`src/hdl/ell2c_pkg.sv`:
```
// ----------------------------------------------------------------------------
// ell2c_pkg: shared types and constants
// CORDIC tables, fixed-point constants and the cell payload type.
// ----------------------------------------------------------------------------
package ell2c_pkg;

	localparam int CORDIC_STAGES_DEF   = 16;
	localparam int COORD_FRAC_BITS_DEF = 4;
	localparam int ATAN_ENTRIES        = 24;

	localparam logic signed [33:0] CORDIC_GAIN = 34'sh026DD3B6A;
	localparam logic signed [34:0] PI_Q30      = 35'sd3373259426;
	localparam logic signed [34:0] HALF_PI_Q30 = 35'sd1686629713;

	typedef struct packed {
		logic signed [33:0] x;
		logic signed [33:0] y;
		logic signed [34:0] z;
		logic               flip;
		logic [14:0]        a;
		logic [14:0]        b;
		logic [15:0]        cx;
		logic [15:0]        cy;
	} cordic_t;

	function automatic logic [30:0] atan_q30(input int i);
		logic [30:0] r;
		case (i)
			0:  r = 31'h3243F6A8;
			1:  r = 31'h1DAC6705;
			2:  r = 31'h0FADBAFC;
			3:  r = 31'h07F56EA6;
			4:  r = 31'h03FEAB76;
			5:  r = 31'h01FFD55B;
			6:  r = 31'h00FFFAAA;
			7:  r = 31'h007FFF55;
			8:  r = 31'h003FFFEA;
			9:  r = 31'h001FFFFD;
			10: r = 31'h000FFFFF;
			11: r = 31'h0007FFFF;
			12: r = 31'h0003FFFF;
			13: r = 31'h0001FFFF;
			14: r = 31'h0000FFFF;
			15: r = 31'h00007FFF;
			16: r = 31'h00003FFF;
			17: r = 31'h00001FFF;
			18: r = 31'h00000FFF;
			19: r = 31'h000007FF;
			20: r = 31'h000003FF;
			21: r = 31'h000001FF;
			22: r = 31'h000000FF;
			23: r = 31'h0000007F;
			default: r = 31'h0;
		endcase
		return r;
	endfunction

endpackage

```
`src/hdl/ell2c_cordic_cell.sv`:
```
// ----------------------------------------------------------------------------
// ell2c_cordic_cell: one CORDIC rotation cell
// Rotates by +/- atan(2^-SHIFT) and hands the vector to the next cell.
// ----------------------------------------------------------------------------
module ell2c_cordic_cell #(
	parameter int SHIFT = 0
) (
	input  logic              clk,
	input  logic              arst_n,
	input  logic              in_valid,
	input  ell2c_pkg::cordic_t in_data,
	output logic              in_ready,
	output logic              out_valid,
	output ell2c_pkg::cordic_t out_data,
	input  logic              out_ready
);
	localparam logic signed [34:0] ATAN = 35'(ell2c_pkg::atan_q30(SHIFT));

	logic               valid_q;
	ell2c_pkg::cordic_t data_s1;
	ell2c_pkg::cordic_t nxt;

	assign in_ready = !valid_q || out_ready;

	always_comb begin
		nxt = in_data;
		if (!in_data.z[34]) begin
			nxt.x = in_data.x - (in_data.y >>> SHIFT);
			nxt.y = in_data.y + (in_data.x >>> SHIFT);
			nxt.z = in_data.z - ATAN;
		end else begin
			nxt.x = in_data.x + (in_data.y >>> SHIFT);
			nxt.y = in_data.y - (in_data.x >>> SHIFT);
			nxt.z = in_data.z + ATAN;
		end
	end

	always_ff @(posedge clk or negedge arst_n) begin
		if (!arst_n) begin
			valid_q <= 1'b0;
		end else if (in_ready) begin
			valid_q <= in_valid;
		end
	end

	always_ff @(posedge clk) begin
		if (in_ready && in_valid) begin
			data_s1 <= nxt;
		end
	end

	assign out_valid = valid_q;
	assign out_data  = data_s1;
endmodule

```
`config.mk`:
```
export PLATFORM = sky130hd
export DESIGN_NAME = ell2c_cordic_cell
export DESIGN_NICKNAME = d
export VERILOG_FILES = /design/src/hdl/ell2c_pkg.sv /design/src/hdl/ell2c_cordic_cell.sv
export SDC_FILE = /design/constraint.sdc
export NUM_CORES = 1
export LEC_CHECK = 0
export BUFFER_PORTS_ARGS = -buffer_cell sky130_fd_sc_hd__clkbuf_2
export CAP_MARGIN = 15
export CORE_UTILIZATION = 30
export CTS_BUF_LIST = sky130_fd_sc_hd__clkbuf_8 sky130_fd_sc_hd__clkbuf_16
export CTS_CLUSTER_DIAMETER = 150
export DETAILED_ROUTE_END_ITERATION = 16
export PLACE_DENSITY = 0.5
export SYNTH_ARGS = -nofsm -noshare
export SYNTH_HDL_FRONTEND = slang
export SYNTH_SLANG_ARGS = --single-unit
```
`constraint.sdc`:
```
create_clock -name clk -period 5 [get_ports clk]
set_input_delay 0.5 -clock clk [delete_from_list [all_inputs] [get_ports clk]]
set_output_delay 0.5 -clock clk [all_outputs]
set_load 0.02 [all_outputs]
```
==> impl_metrics.yaml <==
timing:
  slew_headroom_pct: 44.9
  max_freq_ghz: 0.287
  rsz0062_at_grt: "false"
  skew_ns: 0.00855
  period_share_pct: 69.7
  finalSetupTns_ns: 0
  worstMarginPinSlew_ns: 0.806
  min_period_ns: 3.49
  hold_violations: 0
  final-max-slew-violation-count: 0
  setup_viol: 0
  holdWs_ns: 0.212
power:
  power_per_cell_area_mw_per_mm2: 296
  seqPwrFrac_pct: 39.7
  clkPwrFrac_pct: 28.4
  p_sw_w: 0.00157
  pwr-share-comb_pct: 31.9
  internal_power_w: 0.00286
  p_sw_share_pct: 35.4
  power.leakage_nw: 6.60
  peakVddDrop_mv: 0.176
floorplanning:
  fp.dieW_um: 203
  start_util_pct: 30.5
  io_pins: 338
  die_y_um: 203
  rows: 73
  die_area_sq_mm: 0.0414
  placeableCoreArea_sq_mm: 0.0399
hold_path:
  worstHoldStart: "in_data[2]"
  holdPathEnd: "out_data[2]"
  hold_path_depth: 1
  hold_path.class: "input pin to flip-flop"
placed_design:
  post_dp_cell_area_sq_mm: 0.0144
  port_buffers: 337
  gp_congestion: 0.886
  dp_hpwl_um: 32400
worst_setup_path:
  cpMaxStageDelayCell: "a2111oi_0"
  reg2reg_slack_ns: 2.86
  startpoint_type: "input pin"
  critPathArrivalTime_ns: 3.69
  crit_type: "input pin to flip-flop"
  r2r_start: "out_valid"
  critPathTopFamily: "compound AO/OA/AOI/OAI gates"
  critPathMaxStageDelay_ns: 0.78
  critPathCaptureType: "flip-flop"
  crit_chain: "clkbuf_2 -> inv_1 -> ha_1 -> nand2b_1 -> a221oi_1 -> o21ai_1 -> a2111oi_0 -> nand3b_1 -> a21boi_1 -> o31a_1 -> o21ai_1 -> xnor2_1"
  crit_fanout: 9
  rr_endpoint: "out_data[110]"
  cpMostUsedCell: "o21ai_1"
  critPathBufInv: 2
  r2r.worst_path.cells: 3
  crit_required_ns: 5.20
grt:
  grt_overflow: 0
  grt_pass1_wl_um: 60600
  grt_pass1_vias: 10405
  grt_max_degree: 75
  antenna_found_initial: 2
  grt.total_usage_pct: 19.4
drt:
  firstDrtPassIters: 7
  drc: 0
  drt_wl_total_um: 40700
  first_iter_violations: 637
  ant_nets: 0
  wl_per_cell_um: 19.4
  num_vias: 10669
  via_per_inst: 5.09
synth:
  synthTopCellsByCount: "edfxtp_1 (165), a21oi_1 (132), ha_1 (129)"
  async_flop_share_pct: 0.602
  synth_seq_cells: 166
  netlist_area_sq_mm: 0.0122
  yosys.area.top_type: "edfxtp_1"
  synthTopCellsByArea: "edfxtp_1 (41%), ha_1 (13%), a21oi_1 (5.4%)"
  syn_nets: 1540
  yosysWarnings: 0
  synth.most_common_cell: "edfxtp_1"
  synth_top_area_share_pct: 40.7
  synth_edf_count: 165
  yosysSeqAreaShare_pct: 40.9
  synth_flop_cell: "edfxtp_1"
  ys_types: 75
  syn_inst: 1237
  synth_area_per_cell_sq_um: 9.84
clock_tree:
  clk_pin_slew_ns: 0.07
  cts.sinks: 166
  cts-root-buf: "clkbuf_16"
  clk_latency_ns: 0.46
  htreeDepth: 4
  cts_buffers: 17
  cts.path.max_buffers: 2
  cts_tree: "done"
finish:
  drive_gt1_share_pct: 25.5
  area_growth_pct: 23.0
  fin_nets: 1863
  final_area_sq_mm: 0.0150
  num_antenna_cells: 0
flow_run:
  drv_cap: 0
status:
  outcome: "complete, no violations"
==> timing repair <==
action,CTS,global route
hold buffers,1,0
buffers inserted,0,0
resized for setup,0,0
endpoints found under the hold margin,1,0
==> per-layer routing <==
metal	track usage (%)	part of all wire [%]	wire length, um
met5	0	0.066	27
met4	5.85	1.9	775
met3	4.27	5.9	2420
met2	33.8	49	19900
met1	23.7	43	17500
==> logic make-up after synthesis <==
family,Yosys count,share of synthesized area (%)
compound gates,411,21.7
fa+ha+maj,133,13.9
buf+inv,154,4.91
mux,13,1.07
flops,166,40.9
xor+xnor,91,6.54
simple gates,269,11.0
==> stage by stage <==
stage                     total power [W]  setup slack, ns  instances  utilization, %
final                             0.00443             1.51       2098            37.5
after global routing              0.00466             1.26       2098            37.5
after CTS                         0.00448             1.54       2098            37.5
after detailed placement          0.00320             1.04       2065            36.1
after global placement            0.00320             1.11       2065            36.1
after floorplan                   0.00271             1.38       1237               -
==> cell usage in the layout (no fill, tap or decap), types with 21 or more instances in the layout <==
| cell | instances |
|---|---|
| ha_1 | 129 |
| xnor2_1 | 74 |
| o21bai_1 | 29 |
| inv_1 | 111 |
| a21o_1 | 36 |
| clkbuf_2 | 336 |
| nor3_1 | 21 |
| o21ai_0 | 89 |
| nand2_1 | 58 |
| edfxtp_1 | 165 |
| a21oi_1 | 132 |
| nor2_1 | 80 |
==> final cells by class <==
type                       count  area [sq um]
multi-input combinational    917          6600
timing repair buffer         348          1790
tap                          525           657
sequential                   166          4980
clock inverter                15           110
fill                        4046         24900
inverter                     110           413
clock buffer                  17           425
==> worst max-delay path by stage <==
| stage | cells after the start | slack (ns) | start | to |
|---|---|---|---|---|
| final | 12 | 1.51 | in_data[100] | out_data[162] |
| after global routing | 12 | 1.26 | in_data[97] | out_data[96] |
| after CTS | 12 | 1.54 | in_data[97] | out_data[95] |
| after detailed placement | 12 | 1.04 | in_data[97] | out_data[96] |
| after global placement | 12 | 1.11 | in_data[97] | out_data[93] |
| after floorplan | 12 | 1.38 | in_data[97] | out_data[96] |
==> worst reg2reg max path, cell delays in order, from the launching register on <==
cell and delay, ns:
dfrtp_1 0.38, nand2b_1 0.13, and2_4 0.62, buf_4 0.62
==> power by group through the flow <==
stage | Sequential [W] | Clock [W] | Combinational (W)
3_5_place_dp | 0.00179 | 0 | 0.00141
4_1_cts | 0.00176 | 0.00130 | 0.00142
5_1_grt | 0.00177 | 0.00135 | 0.00154
3_3_place_gp | 0.00179 | 0 | 0.00141
2_1_floorplan | 0.00195 | 0 | 0.000762
6_report | 0.00176 | 0.00126 | 0.00141
==> flip-flops by register name, indices dropped and copies added, names as in the netlist <==
name	count
out_valid	1
out_data	165
No activity file was read; power rests on OpenSTA's default activity.
